$ cat src/rtl/track_measurement_gating_score_unit_assert.svh
// Assertion macros used by the gating score unit back end.
`ifndef TRACK_MEASUREMENT_GATING_SCORE_UNIT_ASSERT_SVH
`define TRACK_MEASUREMENT_GATING_SCORE_UNIT_ASSERT_SVH

// Same-cycle implication, clocked on clk and disabled during reset.
`define TMGS_ASSERT_IMP(lbl, ante, cons, msg) \
	lbl: assert property (@(posedge clk) disable iff (!arst_n) (ante) |-> (cons)) \
		else $error(msg);

// Next-cycle implication, clocked on clk and disabled during reset.
`define TMGS_ASSERT_NEXT(lbl, ante, cons, msg) \
	lbl: assert property (@(posedge clk) disable iff (!arst_n) (ante) |=> (cons)) \
		else $error(msg);

`endif

$ cat src/rtl/tmgs_pkg.sv
// Types, constants and step functions of the gating score unit.
package tmgs_pkg;

	localparam int TDATA_IN_W  = 232;
	localparam int TUSER_IN_W  = 1;
	localparam int TDATA_OUT_W = 24;
	localparam int STATUS_W    = 3;
	localparam int COORD_W     = 32;
	localparam int GATE_W      = 16;
	localparam int AREA_W      = 24;
	localparam int SCORE_W     = 17;
	localparam int RULE_W      = GATE_W + 1;
	localparam int BOUND_W     = 2 * AREA_W;
	localparam int SQR_W       = 2 * GATE_W;
	localparam int SUM_W       = 34;
	localparam int ROOT_W      = 17;
	localparam int REM_W       = 18;
	localparam int SQRT_STEPS  = 17;
	localparam int DIV_STEPS   = 17;
	localparam int QUEUE_DEPTH = 4;
	localparam int QPTR_W      = 2;
	localparam int QCNT_W      = 3;

	localparam logic [SCORE_W-1:0] SCORE_MAX = 17'd65536;
	localparam logic [ROOT_W-1:0]  DIST_MAX  = 17'd92682;

	localparam logic MODE_SCORE = 1'b0;
	localparam logic MODE_WRITE = 1'b1;

	localparam logic [STATUS_W-1:0] STATUS_SCORED   = 3'd0;
	localparam logic [STATUS_W-1:0] STATUS_BARRED   = 3'd1;
	localparam logic [STATUS_W-1:0] STATUS_GATED    = 3'd2;
	localparam logic [STATUS_W-1:0] STATUS_AREA_OUT = 3'd3;
	localparam logic [STATUS_W-1:0] STATUS_WRITTEN  = 3'd4;

	// Classified item handed from the front to the back
	typedef struct packed {
		logic [STATUS_W-1:0] status;
		logic [GATE_W-1:0]   dx;
		logic [GATE_W-1:0]   dy;
		logic [GATE_W-1:0]   gate;
		logic                area_out;
	} queue_entry_t;

	// What rides along the back pipeline beside the arithmetic
	typedef struct packed {
		logic [STATUS_W-1:0] status;
		logic [GATE_W-1:0]   gate;
		logic                area_out;
	} carry_t;

	typedef struct packed {
		logic [REM_W-1:0]  rem;
		logic [ROOT_W-1:0] root;
	} sqrt_state_t;

	typedef struct packed {
		logic [SCORE_W-1:0] rem;
		logic [SCORE_W-1:0] quo;
	} div_state_t;

	// One digit of the bit-by-bit integer square root
	function automatic sqrt_state_t sqrt_step(sqrt_state_t cur, logic [1:0] pair);
		logic [REM_W+1:0] acc;
		logic [REM_W+1:0] trial;
		sqrt_state_t      nxt;
		acc   = {cur.rem, pair};
		trial = {1'b0, cur.root, 2'b01};
		if (acc >= trial) begin
			nxt.rem  = REM_W'(acc - trial);
			nxt.root = {cur.root[ROOT_W-2:0], 1'b1};
		end else begin
			nxt.rem  = REM_W'(acc);
			nxt.root = {cur.root[ROOT_W-2:0], 1'b0};
		end
		return nxt;
	endfunction

	// One quotient bit of the restoring divide by the gate
	function automatic div_state_t div_step(div_state_t cur, logic [GATE_W-1:0] gate);
		logic [SCORE_W-1:0] red;
		logic               ge;
		div_state_t         nxt;
		ge      = cur.rem >= {1'b0, gate};
		red     = ge ? (cur.rem - {1'b0, gate}) : cur.rem;
		nxt.rem = {red[SCORE_W-2:0], 1'b0};
		nxt.quo = {cur.quo[SCORE_W-2:0], ge};
		return nxt;
	endfunction

endpackage

$ cat src/rtl/tmgs_back.sv
// Back end: squares, square root, gate and area checks, score divide.
module tmgs_back (
	input  logic                             clk,
	input  logic                             arst_n,
	input  logic                             q_valid,
	input  tmgs_pkg::queue_entry_t           q_entry,
	output logic                             pop,
	output logic                             m_tvalid,
	input  logic                             m_tready,
	output logic [tmgs_pkg::TDATA_OUT_W-1:0] m_tdata,
	output logic [tmgs_pkg::STATUS_W-1:0]    m_tuser
);
	import tmgs_pkg::*;
	`include "track_measurement_gating_score_unit_assert.svh"

	logic en;

	logic             v_s1;
	carry_t           carry_s1;
	logic [SQR_W-1:0] dx2_s1, dy2_s1;

	logic        sq_v_q     [SQRT_STEPS+1];
	carry_t      sq_carry_q [SQRT_STEPS+1];
	logic [SUM_W-1:0] sq_val_q [SQRT_STEPS+1];
	sqrt_state_t sq_st_q    [SQRT_STEPS+1];

	logic        dv_v_q      [DIV_STEPS+1];
	logic [STATUS_W-1:0] dv_status_q [DIV_STEPS+1];
	logic [GATE_W-1:0]   dv_gate_q   [DIV_STEPS+1];
	div_state_t  dv_st_q     [DIV_STEPS+1];

	logic [ROOT_W-1:0]   root_dist;
	carry_t              ck_carry;
	logic [STATUS_W-1:0] ck_status;
	logic [GATE_W-1:0]   ck_diff;

	// The whole back pipeline advances together
	assign en  = !m_tvalid || m_tready;
	assign pop = en && q_valid;

	always_ff @(posedge clk or negedge arst_n) begin
		if (!arst_n) begin
			v_s1 <= 1'b0;
			sq_v_q[0] <= 1'b0;
			dv_v_q[0] <= 1'b0;
		end else if (en) begin
			v_s1 <= q_valid;
			sq_v_q[0] <= v_s1;
			dv_v_q[0] <= sq_v_q[SQRT_STEPS];
		end
	end

	always_ff @(posedge clk) begin
		if (en) begin
			carry_s1.status   <= q_entry.status;
			carry_s1.gate     <= q_entry.gate;
			carry_s1.area_out <= q_entry.area_out;
			dx2_s1 <= q_entry.dx * q_entry.dx;
			dy2_s1 <= q_entry.dy * q_entry.dy;
			sq_carry_q[0] <= carry_s1;
			sq_val_q[0]   <= SUM_W'(dx2_s1) + SUM_W'(dy2_s1);
			sq_st_q[0]    <= '0;
			dv_status_q[0] <= ck_status;
			dv_gate_q[0]   <= ck_carry.gate;
			dv_st_q[0].rem <= {1'b0, ck_diff};
			dv_st_q[0].quo <= '0;
		end
	end

	for (genvar k = 1; k <= SQRT_STEPS; k++) begin : g_sqrt
		localparam int P = SQRT_STEPS - k;
		always_ff @(posedge clk or negedge arst_n) begin
			if (!arst_n) begin
				sq_v_q[k] <= 1'b0;
			end else if (en) begin
				sq_v_q[k] <= sq_v_q[k-1];
			end
		end
		always_ff @(posedge clk) begin
			if (en) begin
				sq_carry_q[k] <= sq_carry_q[k-1];
				sq_val_q[k]   <= sq_val_q[k-1];
				sq_st_q[k]    <= sqrt_step(sq_st_q[k-1], sq_val_q[k-1][2*P+1 -: 2]);
			end
		end
	end

	// Distance gate first, then the area bounds
	assign root_dist = sq_st_q[SQRT_STEPS].root;
	assign ck_carry  = sq_carry_q[SQRT_STEPS];
	assign ck_diff   = ck_carry.gate - root_dist[GATE_W-1:0];

	always_comb begin
		ck_status = ck_carry.status;
		if (ck_carry.status == STATUS_SCORED) begin
			if (root_dist > ROOT_W'(ck_carry.gate)) begin
				ck_status = STATUS_GATED;
			end else if (ck_carry.area_out) begin
				ck_status = STATUS_AREA_OUT;
			end
		end
	end

	for (genvar k = 1; k <= DIV_STEPS; k++) begin : g_div
		always_ff @(posedge clk or negedge arst_n) begin
			if (!arst_n) begin
				dv_v_q[k] <= 1'b0;
			end else if (en) begin
				dv_v_q[k] <= dv_v_q[k-1];
			end
		end
		always_ff @(posedge clk) begin
			if (en) begin
				dv_status_q[k] <= dv_status_q[k-1];
				dv_gate_q[k]   <= dv_gate_q[k-1];
				dv_st_q[k]     <= div_step(dv_st_q[k-1], dv_gate_q[k-1]);
			end
		end
	end

	assign m_tvalid = dv_v_q[DIV_STEPS];
	assign m_tuser  = dv_status_q[DIV_STEPS];
	assign m_tdata  = TDATA_OUT_W'((dv_status_q[DIV_STEPS] == STATUS_SCORED) ?
		dv_st_q[DIV_STEPS].quo : '0);

	`TMGS_ASSERT_IMP(a_gated_scores_zero, m_tvalid && (m_tuser != STATUS_SCORED), m_tdata == '0, "nonzero score on a gated item")
	`TMGS_ASSERT_IMP(a_score_in_range, m_tvalid, m_tdata[SCORE_W-1:0] <= SCORE_MAX, "score above one")
	`TMGS_ASSERT_IMP(a_dist_bounded, sq_v_q[SQRT_STEPS] && (ck_carry.status == STATUS_SCORED), root_dist <= DIST_MAX, "distance beyond per-axis gate bound")
	`TMGS_ASSERT_NEXT(a_write_passes, pop && (q_entry.status == STATUS_WRITTEN), v_s1 && (carry_s1.status == STATUS_WRITTEN), "write item lost entering back end")

endmodule

$ cat config.mk
export PLATFORM = sky130hd
export DESIGN_NAME = tmgs_back
export DESIGN_NICKNAME = d
export VERILOG_FILES = /design/src/rtl/tmgs_pkg.sv /design/src/rtl/tmgs_back.sv
export VERILOG_INCLUDE_DIRS = /design/src /design/src/rtl
export SDC_FILE = /design/constraint.sdc
export NUM_CORES = 2
export LEC_CHECK = 0
export BUFFER_PORTS_ARGS = -buffer_cell sky130_fd_sc_hd__buf_2
export CAP_MARGIN = 20
export CORE_MARGIN = 2
export CORE_UTILIZATION = 50
export CTS_CLUSTER_SIZE = 30
export DETAILED_ROUTE_END_ITERATION = 10
export GPL_TIMING_DRIVEN = 0
export PLACE_DENSITY = 0.68
export SLEW_MARGIN = 30
export SYNTH_ARGS = -nofsm -noshare
export SYNTH_HDL_FRONTEND = slang
export SYNTH_SLANG_ARGS = --single-unit
$ cat constraint.sdc
create_clock -name clk -period 47.3 [get_ports clk]
set_input_delay 4.73 -clock clk [delete_from_list [all_inputs] [get_ports clk]]
set_output_delay 4.73 -clock clk [all_outputs]
set_load 0.005 [all_outputs]
# [Word level (Yosys, flattened, before mapping)]
# Memory sizes are Yosys's and may differ from the RTL's.
# Cells that the tools add are included.
[totals] word_cells=183 input_bits=56 mem_count=6 ff_bits=121 ramBits=2556
[memory_table] name="sq_st_q" words=18 width=35 read_ports=18 rd_ports_with_merged_regs=0 wr=18 line="tmgs_back.sv:25" rtl="sqrt_state_t sq_st_q [SQRT_STEPS+1];"
[memory_table] name="dv_st_q" words=18 width=34 read_ports=18 rd_ports_with_merged_regs=0 wr=18 line="tmgs_back.sv:30" rtl="div_state_t dv_st_q [DIV_STEPS+1];"
[memory_table] name="sq_val_q" words=18 width=34 read_ports=17 rd_ports_with_merged_regs=0 wr=18 line="tmgs_back.sv:24" rtl="logic [SUM_W-1:0] sq_val_q [SQRT_STEPS+1];"
[memory_table] name="sq_carry_q" words=18 width=20 read_ports=18 rd_ports_with_merged_regs=0 wr=18 line="tmgs_back.sv:23" rtl="carry_t sq_carry_q [SQRT_STEPS+1];"
[memory_table] name="dv_gate_q" words=18 width=16 read_ports=17 rd_ports_with_merged_regs=0 wr=18 line="tmgs_back.sv:29" rtl="logic [GATE_W-1:0] dv_gate_q [DIV_STEPS+1];"
[memory_table] name="dv_status_q" words=18 width=3 read_ports=18 rd_ports_with_merged_regs=0 wr=18 line="tmgs_back.sv:28" rtl="logic [STATUS_W-1:0] dv_status_q [DIV_STEPS+1];"
[classes] n_addsub=36 magnitude_cmp=35 mul=2 muxes=57 reduce_logical=5
[ops] operator="two-way mux 35 bit" count=34
[ops] operator=">= comparator 20 x 19 -> 1 bit" count=17
[ops] operator="subtractor 18 bit" count=17
[ops] operator=">= comparator 17 x 16 -> 1 bit" count=17
[ops] operator="subtractor 16 bit" count=18
[ops] operator="two-way mux 16 bit" count=17
[ops] operator="multiplier 16 x 16 -> 32 bit" count=2
[ops] operator="adder 32 x 32 -> 33 bit" count=1
[ops] operator="greater-than comparator 17 x 16 -> 1 bit" count=1
[ops] operator="two-way mux 17 bit" count=1
[ops] operator="two-way mux 3 bit" count=3
[ops] operator="zero test 3 bit" count=2
[ops] operator="two-way mux 1 bit" count=2
[ops] operator="logical AND 1 bit" count=1
[ops] operator="zero test 1 bit" count=1
[ops] operator="logical OR 1 bit" count=1

# [Depth between registers and ports, before layout]
[logic_depth] word_depth=4 ltp_mapped=24 depth_no_buf=23

# [Worst setup path after synthesis]
# OpenSTA, ideal clock, no wires.
[synth_path] path_kind="input -> register" startpoint="input port m_tready" endpoint="register carry_s1[0] (netlist bit), enable pin" path_buffers=2 t_required_ns=45.070 stages=4 t_arrival_ns=41.923 slack_ns=3.146 path_cell_list="nor2b_1 buf_1 buf_1 inv_1"
[synth_via] elab_chain_len=1
[synth_lines] element="from (decl)" line="tmgs_back.sv:9" rtl="input logic m_tready,"
[synth_lines] element="logical OR 1 bit" line="tmgs_back.sv:38" rtl="assign en = !m_tvalid || m_tready;"
[synth_lines] element="to (decl)" line="tmgs_back.sv:19" rtl="carry_t carry_s1;"
# No other way between the ends.
# A chain may end at the register's enable or synchronous reset.

# [Final worst setup path]
[layout_path] startpoint="input port q_entry[34] (netlist bit)" endpoint="register dx2_s1[30] (data pin)"
[layout_via] elab_chain_len=1
[layout_lines] element="from (decl)" line="tmgs_back.sv:6" rtl="input tmgs_pkg::queue_entry_t q_entry,"
[layout_lines] element="multiplier 16 x 16 -> 32 bit" line="tmgs_back.sv:58" rtl="dx2_s1 <= q_entry.dx * q_entry.dx;"
[layout_lines] element="to (signal assigned)" line="tmgs_back.sv:58"
[layout_lines] element="to (decl)" line="tmgs_back.sv:20" rtl="logic [SQR_W-1:0] dx2_s1, dy2_s1;"
# No other way between the ends.

==> flow_summary.ini <==
[timing]
hold_viol_final = 0
fmax_mhz = 88.8
fin_crit_sh_pct = 23.8
finalSetupTns_ps = 0
worst_pin_slew_ps = 878
rsz0062_at_grt = false
maxSlewHeadroom_pct = 41.1
min_period_ps = 11260
slew_violations = 0
setup_violations = 0
clock_skew_ps = 51.7
setup_ws_ps = 36040

[synthesis]
synth.distinct_cells = 84
synthArstFlopShare_pct = 1.90
avgSynthCellArea_um2 = 12.9
synthCells = 7968
yosysSeqAreaShare_pct = 57.1
ys_ff_latch = 1952
netlist_area_um2 = 102000
ys_warn_count = 0
ys.flop_type = edfxtp_1
synth_edf_count = 1915

[cts]
cts_buffer_depth = 3
cts_resized = 0
post_cts_buffers = 0
tritoncts = done
path_clk_slew_ps = 60
htreeDepth = 4
clock_sinks = 1952
cts_hold_buffers = 0
clk_latency_ps = 840
root_buffer = clkbuf_16
numCtsBuffers = 202

[run]
drv_cap = 0

[hold_path]
min_path_type = reg -> reg

[detailed_routing]
wl_met3_mm = 8.50
route.detailed.drc = 0
dr_wl_met2_mm = 93.4
wl_met1_mm = 80.9
first_iter_violations = 3974
highest_layer = met5
dr.pass1.iters = 6
wl_per_cell_um = 17.0
vias = 59412
wl_mm = 189
via_per_inst = 5.34
antenna_left = 0

[global_routing]
grt_pass1_vias = 60632
grt_antenna_before_repair = 6
grt_max_degree = 106
globalRouteOverflowTotal = 0
globalRouteTotalUtil_pct = 18.2
grt_pass1_wl_mm = 308

[status]
status = finished, final reports clean

[floorplan]
core_area_um2 = 204000
initial_core_util_pct = 50.2
rows = 166
io_pins = 85
die_area_um2 = 208000
dieWidth_um = 457
die_h_um = 457

[layout]
area_growth_pct = 11.0
fin_cells = 11131
drive_above_1_share_pct = 8.35
layout.nets = 9380

[placed_design]
gp_congestion = 0.896
place_inst = 10760
hpwl_mm = 138
io_buffer_count = 75
post-place-ws_ps = 35340

[setup_path]
critPathArrivalTime_ps = 11780
worstSetupStartpointType = input port
crit_fanout = 10
cp.required_ps = 47820
end_kind = flop
critPathKind = in -> reg
==> worst max-delay path: stages <==
cell and delay (ps):
buf_2 160, clkbuf_1 400, clkbuf_1 510, nand2_1 170
fa_1 560, inv_1 50, ha_1 200, a21o_1 160
fa_1 490, inv_1 60, fa_1 470, inv_1 50
fa_1 520, inv_1 50, fa_1 550, inv_1 50
ha_1 360, a21oi_1 140, o21ai_0 180, or3_1 370
o21ai_0 440, o21ai_0 260, a41oi_1 580, o311ai_0 250
==> state kept, by name, indices dropped and copies added, names as in the netlist <==
register,cells
dy2_s1,31
v_s1,1
sq_val_q,305
dv_st_q,425
sq_v_q,18
carry_s1,20
m_tvalid,1
dx2_s1,31
dv_v_q,17
dv_gate_q,272
sq_st_q,417
sq_carry_q,360
dv_status_q,54
==> path summary, 6_finish.rpt <==
kind	end	cells after the start	start	slack (ps)
worst max-delay path	dx2_s1[30]	24	q_entry[34]	36040
worst min-delay path	sq_val_q[4][4]	0	sq_val_q[3][4]	380
worst max register to register	sq_carry_q[17][11]	12	m_tvalid	42210
worst min register to register	sq_val_q[4][4]	0	sq_val_q[3][4]	380
max in group asynchronous	sq_v_q[2]	1	arst_n	42780
min in group asynchronous	sq_v_q[9]	1	arst_n	4010
==> routing by layer <==
| layer | vias up | GRT usage (%) |
|---|---|---|
| met4 | 6 | 6.44 |
| met3 | 345 | 2.84 |
| met5 | - | 0 |
| met2 | 1226 | 31.4 |
| met1 | 28876 | 23.5 |
| li1 | 28959 | - |
==> logic make-up after synthesis <==
kind of cell	after synthesis	synth area share, %
flops	1952	57.1
buf+inv	1228	4.56
simple gates	1721	8.14
other cells	1	0.00366
compound gates	1318	8.33
mux	244	2.67
xor+xnor	456	3.90
fa+ha+maj	1048	15.3
==> synthesized netlist by cell type, drive strengths merged, types with 8 or more instances <==
master / count / area [µm²]
a2111oi: 12 / 199
a211o: 13 / 114
a211oi: 60 / 455
a21boi: 17 / 128
a21o: 158 / 1190
a21oi: 380 / 1900
a221oi: 9 / 78.8
a31o: 14 / 123
a31oi: 40 / 250
a41oi: 13 / 114
and2: 134 / 838
and3: 46 / 288
buf: 28 / 163
clkbuf: 98 / 368
dfrtp: 37 / 926
edfxtp: 1915 / 57500
fa: 345 / 6910
ha: 703 / 8800
inv: 1101 / 4130
mux2: 212 / 2410
mux2i: 32 / 320
nand2: 491 / 1850
nand2b: 53 / 332
nand3: 95 / 475
nand3b: 22 / 165
nand4: 57 / 357
nor2: 424 / 1590
nor2b: 85 / 532
nor3: 123 / 616
nor3b: 12 / 90.1
nor4: 48 / 307
o211ai: 34 / 255
o21a: 104 / 781
o21ai: 291 / 1460
o21bai: 29 / 218
o311ai: 8 / 70.1
o31a: 21 / 184
o31ai: 44 / 330
o41ai: 10 / 103
or2: 34 / 213
or3: 62 / 398
or4: 16 / 120
xnor2: 282 / 2470
xor2: 174 / 1520
==> stage by stage <==
| stage | instance area (µm²) | utilization [%] | hold WS (ps) |
|---|---|---|---|
| after global placement | 106000 | 52.0 | 400 |
| after detailed placement | 107000 | 52.3 | 405 |
| final | 114000 | 55.7 | 382 |
| after floorplan | 102000 | - | 400 |
| after global routing | 114000 | 55.7 | 393 |
| after CTS | 114000 | 55.7 | 378 |
==> area by class of cell <==
class	instances	area, µm²
diodes	1	2.50
plain buffers	126	531
clock buffers	243	5260
clock inverters	127	1600
fillers	16472	90500
inverters	1102	4140
multi-input cells	4795	39300
flip-flops and latches	1952	58400
well taps	2688	3360
repair buffers	97	981
==> layout by cell type (no fill, tap or decap), drive strengths merged, types with 46 or more instances in the layout <==
cell type,netlist,layout
and3,46,46
nor3,123,123
edfxtp,1915,1915
mux2,212,212
o21a,104,104
a21oi,380,380
xnor2,282,282
nand2,491,491
buf,28,125
fa,345,345
o21ai,291,291
nor2b,85,85
a211oi,60,60
nor4,48,48
nand4,57,57
xor2,174,174
a21o,158,158
and2,134,134
inv,1101,1111
nor2,424,424
nand3,95,95
ha,703,703
clkinv,1,77
clkbuf,98,341
nand2b,53,53
or3,62,62
Power is left out: the tool's default activity adds up to more than one toggle a clock period on the data nets, which glitch-free logic cannot reach.
