File: config.mk
export PLATFORM = sky130hd
export DESIGN_NAME = tmgs_queue
export DESIGN_NICKNAME = d
export VERILOG_FILES = /design/src/rtl/track_measurement_gating_score_unit_assert.svh /design/src/rtl/tmgs_pkg.sv /design/src/rtl/tmgs_queue.sv
export SDC_FILE = /design/constraint.sdc
export NUM_CORES = 1
export LEC_CHECK = 0
export ABC_AREA = 1
export BUFFER_PORTS_ARGS = -buffer_cell sky130_fd_sc_hd__buf_4
export CORE_AREA = 2 2 152 154
export CTS_CLUSTER_SIZE = 24
export DETAILED_ROUTE_END_ITERATION = 12
export DIE_AREA = 0 0 154 156
export PLACE_DENSITY = 0.6
export SLEW_MARGIN = 15
export SYNTH_ARGS = -nofsm -noshare
export SYNTH_HDL_FRONTEND = slang
export SYNTH_SLANG_ARGS = --single-unit
export TNS_END_PERCENT = 1
File: constraint.sdc
create_clock -name clk -period 3.7 [get_ports clk]
set_clock_uncertainty 0.15 [all_clocks]
set_input_delay 0.37 -clock clk [delete_from_list [all_inputs] [get_ports clk]]
set_output_delay 0.37 -clock clk [all_outputs]
set_load 0.1 [all_outputs]
File: src/rtl/track_measurement_gating_score_unit_assert.svh
// Assertion macros used by the gating score unit back end.
`ifndef TRACK_MEASUREMENT_GATING_SCORE_UNIT_ASSERT_SVH
`define TRACK_MEASUREMENT_GATING_SCORE_UNIT_ASSERT_SVH

// Same-cycle implication, clocked on clk and disabled during reset.
`define TMGS_ASSERT_IMP(lbl, ante, cons, msg) \
	lbl: assert property (@(posedge clk) disable iff (!arst_n) (ante) |-> (cons)) \
		else $error(msg);

// Next-cycle implication, clocked on clk and disabled during reset.
`define TMGS_ASSERT_NEXT(lbl, ante, cons, msg) \
	lbl: assert property (@(posedge clk) disable iff (!arst_n) (ante) |=> (cons)) \
		else $error(msg);

`endif

File: src/rtl/tmgs_pkg.sv
// Types, constants and step functions of the gating score unit.
package tmgs_pkg;

	localparam int TDATA_IN_W  = 232;
	localparam int TUSER_IN_W  = 1;
	localparam int TDATA_OUT_W = 24;
	localparam int STATUS_W    = 3;
	localparam int COORD_W     = 32;
	localparam int GATE_W      = 16;
	localparam int AREA_W      = 24;
	localparam int SCORE_W     = 17;
	localparam int RULE_W      = GATE_W + 1;
	localparam int BOUND_W     = 2 * AREA_W;
	localparam int SQR_W       = 2 * GATE_W;
	localparam int SUM_W       = 34;
	localparam int ROOT_W      = 17;
	localparam int REM_W       = 18;
	localparam int SQRT_STEPS  = 17;
	localparam int DIV_STEPS   = 17;
	localparam int QUEUE_DEPTH = 4;
	localparam int QPTR_W      = 2;
	localparam int QCNT_W      = 3;

	localparam logic [SCORE_W-1:0] SCORE_MAX = 17'd65536;
	localparam logic [ROOT_W-1:0]  DIST_MAX  = 17'd92682;

	localparam logic MODE_SCORE = 1'b0;
	localparam logic MODE_WRITE = 1'b1;

	localparam logic [STATUS_W-1:0] STATUS_SCORED   = 3'd0;
	localparam logic [STATUS_W-1:0] STATUS_BARRED   = 3'd1;
	localparam logic [STATUS_W-1:0] STATUS_GATED    = 3'd2;
	localparam logic [STATUS_W-1:0] STATUS_AREA_OUT = 3'd3;
	localparam logic [STATUS_W-1:0] STATUS_WRITTEN  = 3'd4;

	// Classified item handed from the front to the back
	typedef struct packed {
		logic [STATUS_W-1:0] status;
		logic [GATE_W-1:0]   dx;
		logic [GATE_W-1:0]   dy;
		logic [GATE_W-1:0]   gate;
		logic                area_out;
	} queue_entry_t;

	// What rides along the back pipeline beside the arithmetic
	typedef struct packed {
		logic [STATUS_W-1:0] status;
		logic [GATE_W-1:0]   gate;
		logic                area_out;
	} carry_t;

	typedef struct packed {
		logic [REM_W-1:0]  rem;
		logic [ROOT_W-1:0] root;
	} sqrt_state_t;

	typedef struct packed {
		logic [SCORE_W-1:0] rem;
		logic [SCORE_W-1:0] quo;
	} div_state_t;

	// One digit of the bit-by-bit integer square root
	function automatic sqrt_state_t sqrt_step(sqrt_state_t cur, logic [1:0] pair);
		logic [REM_W+1:0] acc;
		logic [REM_W+1:0] trial;
		sqrt_state_t      nxt;
		acc   = {cur.rem, pair};
		trial = {1'b0, cur.root, 2'b01};
		if (acc >= trial) begin
			nxt.rem  = REM_W'(acc - trial);
			nxt.root = {cur.root[ROOT_W-2:0], 1'b1};
		end else begin
			nxt.rem  = REM_W'(acc);
			nxt.root = {cur.root[ROOT_W-2:0], 1'b0};
		end
		return nxt;
	endfunction

	// One quotient bit of the restoring divide by the gate
	function automatic div_state_t div_step(div_state_t cur, logic [GATE_W-1:0] gate);
		logic [SCORE_W-1:0] red;
		logic               ge;
		div_state_t         nxt;
		ge      = cur.rem >= {1'b0, gate};
		red     = ge ? (cur.rem - {1'b0, gate}) : cur.rem;
		nxt.rem = {red[SCORE_W-2:0], 1'b0};
		nxt.quo = {cur.quo[SCORE_W-2:0], ge};
		return nxt;
	endfunction

endpackage

File: src/rtl/tmgs_queue.sv
// Short FIFO of classified items between the front and the back.
module tmgs_queue (
	input  logic                   clk,
	input  logic                   arst_n,
	input  logic                   push,
	input  tmgs_pkg::queue_entry_t push_entry,
	output logic                   q_ready,
	input  logic                   pop,
	output logic                   q_valid,
	output tmgs_pkg::queue_entry_t q_entry
);
	import tmgs_pkg::*;

	queue_entry_t       slot_q [QUEUE_DEPTH];
	logic [QPTR_W-1:0]  wptr_q, rptr_q;
	logic [QCNT_W-1:0]  count_q;

	assign q_ready = count_q != QCNT_W'(QUEUE_DEPTH);
	assign q_valid = count_q != '0;
	assign q_entry = slot_q[rptr_q];

	always_ff @(posedge clk or negedge arst_n) begin
		if (!arst_n) begin
			wptr_q  <= '0;
			rptr_q  <= '0;
			count_q <= '0;
		end else begin
			if (push) begin
				wptr_q <= wptr_q + 1'b1;
			end
			if (pop) begin
				rptr_q <= rptr_q + 1'b1;
			end
			case ({push, pop})
				2'b10:   count_q <= count_q + 1'b1;
				2'b01:   count_q <= count_q - 1'b1;
				default: count_q <= count_q;
			endcase
		end
	end

	always_ff @(posedge clk) begin
		if (push) begin
			slot_q[wptr_q] <= push_entry;
		end
	end

endmodule

# --- Yosys cells after proc, flatten, opt, wreduce, memory -nomap -nowiden ---
# Memory sizes are Yosys's and may differ from the RTL's.
# Cells that the tools add are included.
totals:
  inputBits: 56
  memories: 1
  wordCells: 16
  ram_bits: 208
  reg_bits: 7
  output_inout_bits: 54
memory_table:
  columns: ["name", "depth", "width", "rd", "rd_clocked_by_memory_dff", "wr", "line_no", "rtl"]
  rows:
  - ["slot_q", 4, 52, 1, 0, 1, "tmgs_queue.sv:14", "queue_entry_t slot_q [QUEUE_DEPTH];"]
op_classes:
  eq_ne: 3
  mux: 3
  n_reduce_logical: 2
  addsub: 4
op_table:
  columns: ["op", "count"]
  rows:
  - ["$pmux 3 s2", 1]
  - ["$add 2x1->2 const B", 2]
  - ["$add 3x1->3 const B", 1]
  - ["$ne 3x3->1 const B", 1]
  - ["$reduce_bool 3->1", 1]
  - ["$sub 3x1->3 const B", 1]
  - ["$eq 2x1->1 const B", 1]
  - ["$eq 2x2->1 const B", 1]
  - ["$mux 1", 2]
  - ["$reduce_bool 2->1", 1]

# --- Longest topological paths before layout ---
# Gate-level depths: netlist of run 1.
depth:
  word_depth: 2
  ltp_mapped: 10
  mapped_depth_nobuf: 9

# --- Least setup slack after synthesis of run 1 ---
# Ideal clock, no wire load.
synth_timing:
  path_type: "input-to-reg"
  startpoint: "input port push"
  endpoint: "memory slot_q[3][0] (netlist name) (enable)"
  required_ns: 3.144
  t_arrival_ns: 1.695
  n_path_buf: 1
  stages: 3
  setup_ns: 0.406
  path_slack_ns: 1.448
  cell_sequence: "clkbuf_1 nand2_1 inv_1"
synth_between:
  elab_chain_cells: 2
synth_rtl:
  columns: ["item", "line_no", "rtl"]
  rows:
  - ["start: declaration", "tmgs_queue.sv:5", "input logic push,"]
  - ["$mux 1", "tmgs_queue.sv:43", "if (push) begin"]
  - ["$mux 1 (implied by the code)", "tmgs_queue.sv:44", "slot_q[wptr_q] <= push_entry;"]
  - ["end: declaration", "tmgs_queue.sv:14", null]
# No other way between the ends.

==> results of run 1 <==
synth_stat cells:
master    number
buf_2         25
buf_4          9
clkbuf_1       1
dfrtp_1        7
edfxtp_1     208
fa_1           1
ha_1           5
inv_1        117
inv_2          1
nand2_1      167
nand3_1        3
nand4_1        1
o211ai_1     104
o21ai_0        2
xnor2_1        1
xor2_1         3
critical path: stages, from the launching register on:
cell      delay [ps]
dfrtp_2          400
inv_2            490
buf_4            320
o211ai_1         110
nand2_1          110
buf_4            290
layout make-up:
cell class / count / area (sq um) / area share [%]
multi-input combinational: 287 / 1560 / 14.0
sequential: 215 / 6430 / 58.0
inverter: 118 / 443 / 4.00
timing repair buffer: 175 / 1500 / 13.5
clock buffer: 36 / 687 / 6.20
tap: 285 / 357 / 3.22
clock inverter: 7 / 111 / 1.00
stage by stage:
step	setup slack, ps	instance area, sq um	utilization, %	hold slack [ps]	std cells
floorplan	1450	8620	-	-75.6	655
global placement	1420	9730	43.5	40.4	1025
detailed placement	1420	9730	43.5	41.9	1025
CTS	850	11100	49.5	38.6	1123
global route	778	11100	49.5	55.1	1123
finish	951	11100	49.5	57.2	1123
final timing paths:
check | start | end | slack (ps) | cells after the start
min reg2reg | count_q[0] | count_q[0] | 330 | 1
max in group asynchronous | arst_n | rptr_q[0] | 3200 | 2
max reg2reg | wptr_q[0] | slot_q[3][47] | 1600 | 4
min in group clk | count_q[0] | count_q[0] | 330 | 1
max | rptr_q[1] | q_entry[37] | 950 | 5
min | arst_n | wptr_q[0] | 60 | 2
metal layers:
metal,wire length [um],vias up,track usage [%],part of all wire (%)
met5,0,-,0,0
met2,7980,114,23.6,47
met3,932,17,3.03,5.5
met1,7780,2458,18.5,46
li1,-,2598,-,-
met4,216,0,3.34,1.3
cells by family (layout without fill, tap and decap cells):
family / count (synthesis) / after routing / share of synthesized area [%]
AO/OA/AOI/OAI: 106 / 106 / 9.18
AND/OR/NAND/NOR: 171 / 171 / 7.52
flip-flops: 215 / 215 / 74.5
buffers and inverters: 153 / 336 / 7.42
adder cells (fa/ha/maj): 6 / 6 / 0.958
XOR/XNOR: 4 / 4 / 0.407
flip-flops by register name (all words and copies together) (netlist names):
| name | cells |
|---|---|
| rptr_q | 2 |
| wptr_q | 2 |
| slot_q | 208 |
| count_q | 3 |
repair_timing:
| action | 4_1_cts | 5_1_grt |
|---|---|---|
| hold buffers | 55 | 0 |
| hold endpoints to repair | 219 | 0 |
| setup endpoints to repair | 0 | 0 |
==> flow_summary.yaml, run 1 <==
grt:
  grt_pass1_vias: 5021
  grt_overflow: 0
  grt_pass1_wl_um: 26200
  grt_max_degree: 109
  track_usage_pct: 13.9
  antenna_found_initial: 0
route:
  drt-initial-drc-count: 297
  drcViolationCount: 0
  vias: 5187
  wirelength_um: 16900
  firstDrtPassIters: 4
  wl_per_cell_um: 15.0
  viasPerCell: 4.62
  antenna_left: 0
critical_path:
  crit_path_start_kind: "flop"
  cp_data_required_time_ps: 3180
  crit_arrival_ps: 2230
  cp_max_fo: 29
  path_class: "flop to primary output"
  cp-end-kind: "primary output"
die:
  row_count: 55
  die_x_um: 154
  die-area_sq_um: 24000
  io-pin-count: 110
  die_h_um: 156
  core_area_sq_um: 22400
  start_util_pct: 38.5
place:
  io_buffer_count: 109
  place.gp.congestion: 0.672
  dp_hpwl_um: 9600
cells_and_area:
  syn_to_final_growth_pct: 28.6
  fillCellCount: 1897
  n_antenna_cell: 0
  drive_above_1_share_pct: 19.0
  finalNetCount: 883
  layout_common_cells: "208 x edfxtp_1, 167 x nand2_1, 116 x buf_4"
  final_common_cell: "edfxtp_1"
cts:
  cts_resized: 0
  clk_path_buf_depth: 3
  cts_setup_buffers: 0
  cts_tree: "built"
  cts.htree.levels: 1
  cts.sinks: 215
  numCtsBuffers: 24
  clk_pin_slew_ps: 60
  cts-root-buf: "clkbuf_16"
  clock_latency_ps: 500
yosys:
  yosysSeqAreaShare_pct: 74.5
  synth-seq-cells: 215
  synth_area_leaders: "edfxtp_1 72%, o211ai_1 9.1%, nand2_1 7.3%"
  post-synth-top-area-fraction_pct: 72.5
  synth_area_leader_cell: "edfxtp_1"
  syn_inst: 655
  syn_avg_cell_area_sq_um: 13.2
  synth_area_sq_um: 8620
  ys_warn_count: 0
  syn-num-nets: 717
  ys_types: 16
worst_hold_path:
  hp-class: "input port to asynchronous set/reset pin"
sta:
  finalSetupTns_ps: 0
  period_share_pct: 74.3
  rsz0062_at_grt: "false"
  finalCriticalPeriod_ps: 2750
  slew_viol_final: 0
  tightest_slew_ps: 744
  max_slew_margin_pct: 50.3
  max_freq_mhz: 364
  setup_viol: 0
  hold_viol: 0
run:
  maxCapViolations: 0
run_status:
  outcome: "complete, no violations"
Power of run 1 is not shown: default switching activity piles up to over one toggle a cycle in this logic, so the estimate is an artifact.
==> run 2, diff against run 1 <==
--- a/config.mk
+++ b/config.mk
@@ -5,13 +5,13 @@
 export SDC_FILE = /design/constraint.sdc
 export NUM_CORES = 1
 export LEC_CHECK = 0
-export ABC_AREA = 1
+export ABC_AREA = 0
 export BUFFER_PORTS_ARGS = -buffer_cell sky130_fd_sc_hd__buf_4
-export CORE_AREA = 2 2 152 154
+export CORE_AREA = 2 2 146 148
 export CTS_CLUSTER_SIZE = 24
 export DETAILED_ROUTE_END_ITERATION = 12
-export DIE_AREA = 0 0 154 156
-export PLACE_DENSITY = 0.6
+export DIE_AREA = 0 0 148 150
+export PLACE_DENSITY = 0.63
 export SLEW_MARGIN = 15
 export SYNTH_ARGS = -nofsm -noshare
 export SYNTH_HDL_FRONTEND = slang
==> constraint.sdc (replaced) <==
create_clock -name clk -period 2.3 [get_ports clk]
set_clock_uncertainty 0.15 [all_clocks]
set_input_delay 0.23 -clock clk [delete_from_list [all_inputs] [get_ports clk]]
set_output_delay 0.23 -clock clk [all_outputs]
set_load 0.1 [all_outputs]
==> run 2 against run 1 <==
The run now ends with setup timing left. Synthesized area decreased by 7.5%. Cell area down 2.6%. Synthesized cell count shrank 53%. Hold slack better by 260 ps. Core utilization up 2.6 points. Flip-flop and latch count unchanged. Cell count is 29% lower. Count of clock-buffer cells in the layout shrank 9. Largest cell class unchanged.
==> flow_summary.yaml, run 2 <==
run_status:
  outcome: "finished, violations left"
  violations: "setup timing"
yosys:
  syn_avg_cell_area_sq_um: 25.8
  yosysMostFrequentCell: "edfxtp_1"
  ys_types: 18
  yosysSeqAreaShare_pct: 80.6
  syn-num-nets: 371
  synth_edf_count: 208
  async_reset_ff_share_pct: 3.26
  synth_area_leader_cell: "edfxtp_1"
  synth-seq-cells: 215
  ys.flop_type: "edfxtp_1"
  synthTopCellsByCount: "208 x edfxtp_1, 48 x mux4_2, 7 x dfrtp_1, 6 x buf_2, 6 x inv_1"
  syn_inst: 309
  ys_warn_count: 0
  synth_area_sq_um: 7970
  post-synth-top-area-fraction_pct: 78.4
  synth_area_leaders: "edfxtp_1 78%, mux4_2 14%, dfrtp_1 2.2%"
sta:
  max_slew_margin_pct: 65.3
  slew_viol_final: 0
  layout_setup_ws_ps: -67.3
  setup_viol: 51
  finalCriticalPeriod_ps: 2370
  tightest_slew_ps: 520
  hold_viol: 0
  max_freq_mhz: 422
  rsz0062_at_grt: "true"
  period_share_pct: 103
cells_and_area:
  reg_top3: "slot_q (208), count_q (3)"
  largest_reg_flops: 208
  finalNetCount: 567
  layout_common_cells: "208 x edfxtp_1, 63 x buf_4, 56 x dlygate4sd3_1"
  final_cell_area_sq_um: 10800
  layoutNonFillerInstCount: 796
  top_register: "slot_q"
  utilization_pct: 52.2
  final_common_cell: "edfxtp_1"
  syn_to_final_growth_pct: 35.4
  drive_above_1_share_pct: 41.7
cts:
  cts-root-buf: "clkbuf_16"
  numCtsBuffers: 23
  clk_path_buf_depth: 3
  cts_tree: "built"
  cts.htree.levels: 1
  clk_pin_slew_ps: 60
  cts.sinks: 215
  clock_latency_ps: 490
die:
  die_x_um: 148
  row_count: 53
  io-pin-count: 110
  die-area_sq_um: 22200
  die_h_um: 150
  start_util_pct: 38.5
  core_area_sq_um: 20700
critical_path:
  path_buf_inv: 3
  crit_arrival_ps: 1990
  max_stage_delay_ps: 510
  path_class: "flop to primary output"
  r2r-start: "wptr_q[0]"
  crit_chain: "buf_12 -> buf_4 -> mux4_2 -> buf_8"
  critPathLaunch: "rptr_q[0]"
  worst_path_max_delay_cell: "dfrtp_4"
  crit_path_start_kind: "flop"
  cp_top_family: "flip-flops"
  cp_max_fo: 4
  cp-end-kind: "primary output"
  cp_data_required_time_ps: 1920
place:
  place.gp.congestion: 0.665
  numPlacedInstances: 695
  placed_cell_area_sq_um: 9190
  io_buffer_count: 109
  dp_hpwl_um: 8690
route:
  viasPerCell: 4.77
  drcViolationCount: 0
  firstDrtPassIters: 4
  wl_per_cell_um: 18.6
  vias: 3795
  antenna_left: 0
  wirelength_um: 14800
  drt-initial-drc-count: 187
grt:
  track_usage_pct: 13.4
  grt_max_degree: 52
  grt_pass1_wl_um: 22800
  grt_overflow: 0
  grt_pass1_vias: 4231
  antenna_found_initial: 1
worst_hold_path:
  hold_start: "pop"
  hp-class: "input port to flop"
run:
  maxCapViolations: 0
[run 2: cell count changes after synthesis, sizes merged, moves of 2 or more]
cell / change
inv: -112
buf: -22
nand3: -2
and2: +4
nand2: -164
o211ai: -104
mux4: +52
[run 2: stage by stage]
| step | setup WS (ps) | hold WS [ps] | TNS, ps |
|---|---|---|---|
| 4_1_cts | -111 | 281 | -4480 |
| 6_report | -67.3 | 315 | -1870 |
| 5_1_grt | -138 | 308 | -5700 |
| 2_1_floorplan | -122 | -216 | -13310 |
| 3_5_place_dp | 239 | -96.7 | 0 |
| 3_3_place_gp | 259 | -100 | 0 |
[run 2: tightest hold or removal path: cells and delay by family]
kind / cells / cell delay (ps)
xor+xnor: 1 / 60
buf+inv: 2 / 650
[run 2: logic make-up after synthesis]
logic type / Yosys count / share of synthesized area (%)
DFF: 215 / 80.6
xor gates and xnor gates: 6 / 0.660
buffers and inverters: 18 / 2.06
AOI/OAI and AO/OA: 2 / 0.126
adders and majority gates: 6 / 1.04
muxes: 52 / 14.9
and+or+nand+nor: 10 / 0.644
[run 2: worst paths after layout]
path                       slack [ps]       endpoint  cells past startpoint
min reg2reg                       350     count_q[0]                      1
max in group asynchronous        1140      rptr_q[0]                      3
max reg2reg                       530  slot_q[0][14]                      4
max                               -70     q_entry[0]                      4
min in group asynchronous         560      rptr_q[0]                      3
min                               320      rptr_q[0]                      3
[run 2: layer usage]
layer  track usage (%)  routed length (um)  vias up
li1                  -                   -     1696
met1              17.3                6140     1973
met2              23.1                7540      105
met3              3.23                 915       21
met4              3.52                 228        0
met5                 0                   0        -
[run 2: layout make-up]
cell class / count / area, sq um
clock buffers: 27 / 591
inverters: 6 / 22.5
fillers: 1660 / 9900
repair buffers: 183 / 1890
well taps: 275 / 344
multi-input cells: 76 / 1370
flip-flops and latches: 215 / 6430
clock inverters: 13 / 144
diodes: 1 / 2.50
[run 2: repair_timing]
item                                    in CTS  in global routing
hold endpoints to repair                   220                  0
hold buffers                                56                  0
gates cloned                                 1                  0
endpoints found under the setup margin      52                 52
gates resized for setup                     66                  0
buffers inserted                             3                  0
Power of run 2 is left out for the same reason.
==> run 3, diff against run 2 <==
--- a/config.mk
+++ b/config.mk
@@ -7,11 +7,11 @@
 export LEC_CHECK = 0
 export ABC_AREA = 0
 export BUFFER_PORTS_ARGS = -buffer_cell sky130_fd_sc_hd__buf_4
-export CORE_AREA = 2 2 146 148
+export CORE_AREA = 2 2 137 139
 export CTS_CLUSTER_SIZE = 24
 export DETAILED_ROUTE_END_ITERATION = 12
-export DIE_AREA = 0 0 148 150
-export PLACE_DENSITY = 0.63
+export DIE_AREA = 0 0 139 141
+export PLACE_DENSITY = 0.69
 export SLEW_MARGIN = 15
 export SYNTH_ARGS = -nofsm -noshare
 export SYNTH_HDL_FRONTEND = slang
==> run 3 against run 2 <==
The flow still finishes with violations (setup timing). Largest cell class unchanged. Via count shrank 0.21%. Core utilization grew 6.4 points. Cell area is 0.93% lower. Cell count shrank 5.3%. Flip-flop and latch count unchanged. Critical endpoint is now q_entry[35]. Highest routed layer unchanged. Count of clock-buffer cells in the layout grew 4.
==> flow_summary.yaml, run 3 (synthesized netlist as in run 2, its figures left out) <==
run_status:
  outcome: "finished, violations left"
  violations: "setup timing"
cts:
  cts-root-buf: "clkbuf_16"
  cts.htree.levels: 1
  clk_path_buf_depth: 3
  cts_tree: "built"
  clk_pin_slew_ps: 60
  clock_latency_ps: 490
  cts.sinks: 215
  numCtsBuffers: 23
sta:
  finalSetupTns_ps: -881
  hold_viol: 0
  layout_setup_ws_ps: -52.1
  finalCriticalPeriod_ps: 2350
  slew_viol_final: 0
  setup_viol: 44
  period_share_pct: 102
  max_slew_margin_pct: 77.2
  tightest_slew_ps: 341
  holdWs_ps: 334
  max_freq_mhz: 425
  rsz0062_at_grt: "true"
route:
  drt-initial-drc-count: 200
  wirelength_um: 14600
  drcViolationCount: 0
  antenna_left: 0
  wl_per_cell_um: 19.4
  firstDrtPassIters: 5
  vias: 3787
  viasPerCell: 5.02
grt:
  grt_pass1_wl_um: 23200
  track_usage_pct: 15.3
  grt_max_degree: 39
  grt_pass1_vias: 4314
  antenna_found_initial: 0
  grt_overflow: 0
cells_and_area:
  largest_reg_flops: 208
  syn_to_final_growth_pct: 34.2
  drive_above_1_share_pct: 41.0
  final_common_cell: "edfxtp_1"
  n_antenna_cell: 0
  fillCellCount: 1329
  finalNetCount: 570
  top_register: "slot_q"
  layout_common_cells: "208 x edfxtp_1, 71 x buf_4, 56 x dlygate4sd3_1"
  reg_top3: "slot_q (208), count_q (3)"
critical_path:
  r2r_cells: 4
  crit_arrival_ps: 1970
  crit_chain: "buf_12 -> buf_8 -> mux4_2 -> buf_12"
  worst_path_max_delay_cell: "mux4_2"
  path_class: "flop to primary output"
  cp_data_required_time_ps: 1920
  rr_endpoint: "slot_q[2][4]"
  crit_path_start_kind: "flop"
  max_stage_delay_ps: 550
  r2r-start: "wptr_q[0]"
  cp-end-kind: "primary output"
  cp_max_fo: 10
  rrSetupSlack_ps: 670
  cp_common_cell: "buf_12"
worst_hold_path:
  hold_end: "slot_q[2][45]"
  hp-class: "input port to flop"
  hold_depth: 2
  hold_start: "push_entry[45]"
die:
  die-area_sq_um: 19600
  die_h_um: 141
  die_x_um: 139
  io-pin-count: 110
  start_util_pct: 43.6
  core_area_sq_um: 18300
  row_count: 50
place:
  place.gp.congestion: 0.692
  dp_hpwl_um: 8810
  io_buffer_count: 109
run:
  maxCapViolations: 0
==> run 3: cell count changes in the layout (fill, tap and decap cells not counted), moves of 3 or more <==
cell       previous run  this run
buf_12                9        14
buf_4                63        71
buf_6                48        38
bufinv_16             3         0
clkbuf_1              4         8
clkinv_1              4         1
mux4_1                0         3
mux4_2               52        49
==> run 3: worst max-delay path by stage <==
stage,startpoint,endpoint,cells past startpoint
floorplan,wptr_q[0],slot_q[0][0],3
global placement,rptr_q[0],q_entry[44],3
detailed placement,rptr_q[0],q_entry[45],3
CTS,rptr_q[0],q_entry[31],4
global route,rptr_q[0],q_entry[35],4
finish,rptr_q[0],q_entry[35],4
==> run 3: area by class of cell <==
type,instances,area (sq um),area share (%)
flip-flops and latches,215,6430,60.1
repair buffers,186,1930,18.1
multi-input cells,76,1380,12.9
clock buffers,31,606,5.66
well taps,234,293,2.74
clock inverters,6,28.8,0.269
inverters,6,22.5,0.211
==> run 3: worst max-delay path: cells and delay by family (launching register included) <==
| family | cells | cell delay [ps] |
|---|---|---|
| flops | 1 | 450 |
| buf+inv | 3 | 470 |
| mux | 1 | 550 |
==> run 3: metal layers <==
| metal | track usage, % | up-vias | share of wire (%) |
|---|---|---|---|
| met2 | 26.5 | 103 | 51 |
| met4 | 3.88 | 0 | 1.7 |
| li1 | - | 1706 | - |
| met5 | 0 | - | 0 |
| met3 | 3.26 | 23 | 4.3 |
| met1 | 19.9 | 1955 | 43 |
==> run 3: what timing repair did <==
| action | 4_1_cts | 5_1_grt |
|---|---|---|
| buffers inserted | 3 | 1 |
| hold buffers | 56 | 0 |
| cloned | 1 | 0 |
| endpoints found under the hold margin | 219 | 0 |
| gates resized for setup | 62 | 7 |
| pin swaps | 0 | 0 |
| endpoints found under the setup margin | 52 | 50 |
==> run 3: metrics by stage <==
step,utilization (%),setup slack (ps),area [sq um],instances
4_1_cts,58.3,-84.9,10700,753
3_5_place_dp,50.1,200,9160,656
5_1_grt,58.5,-122,10700,754
6_report,58.5,-52.1,10700,754
2_1_floorplan,-,-122,7970,309
3_3_place_gp,50.1,208,9160,656
Power of run 3 is left out for the same reason.
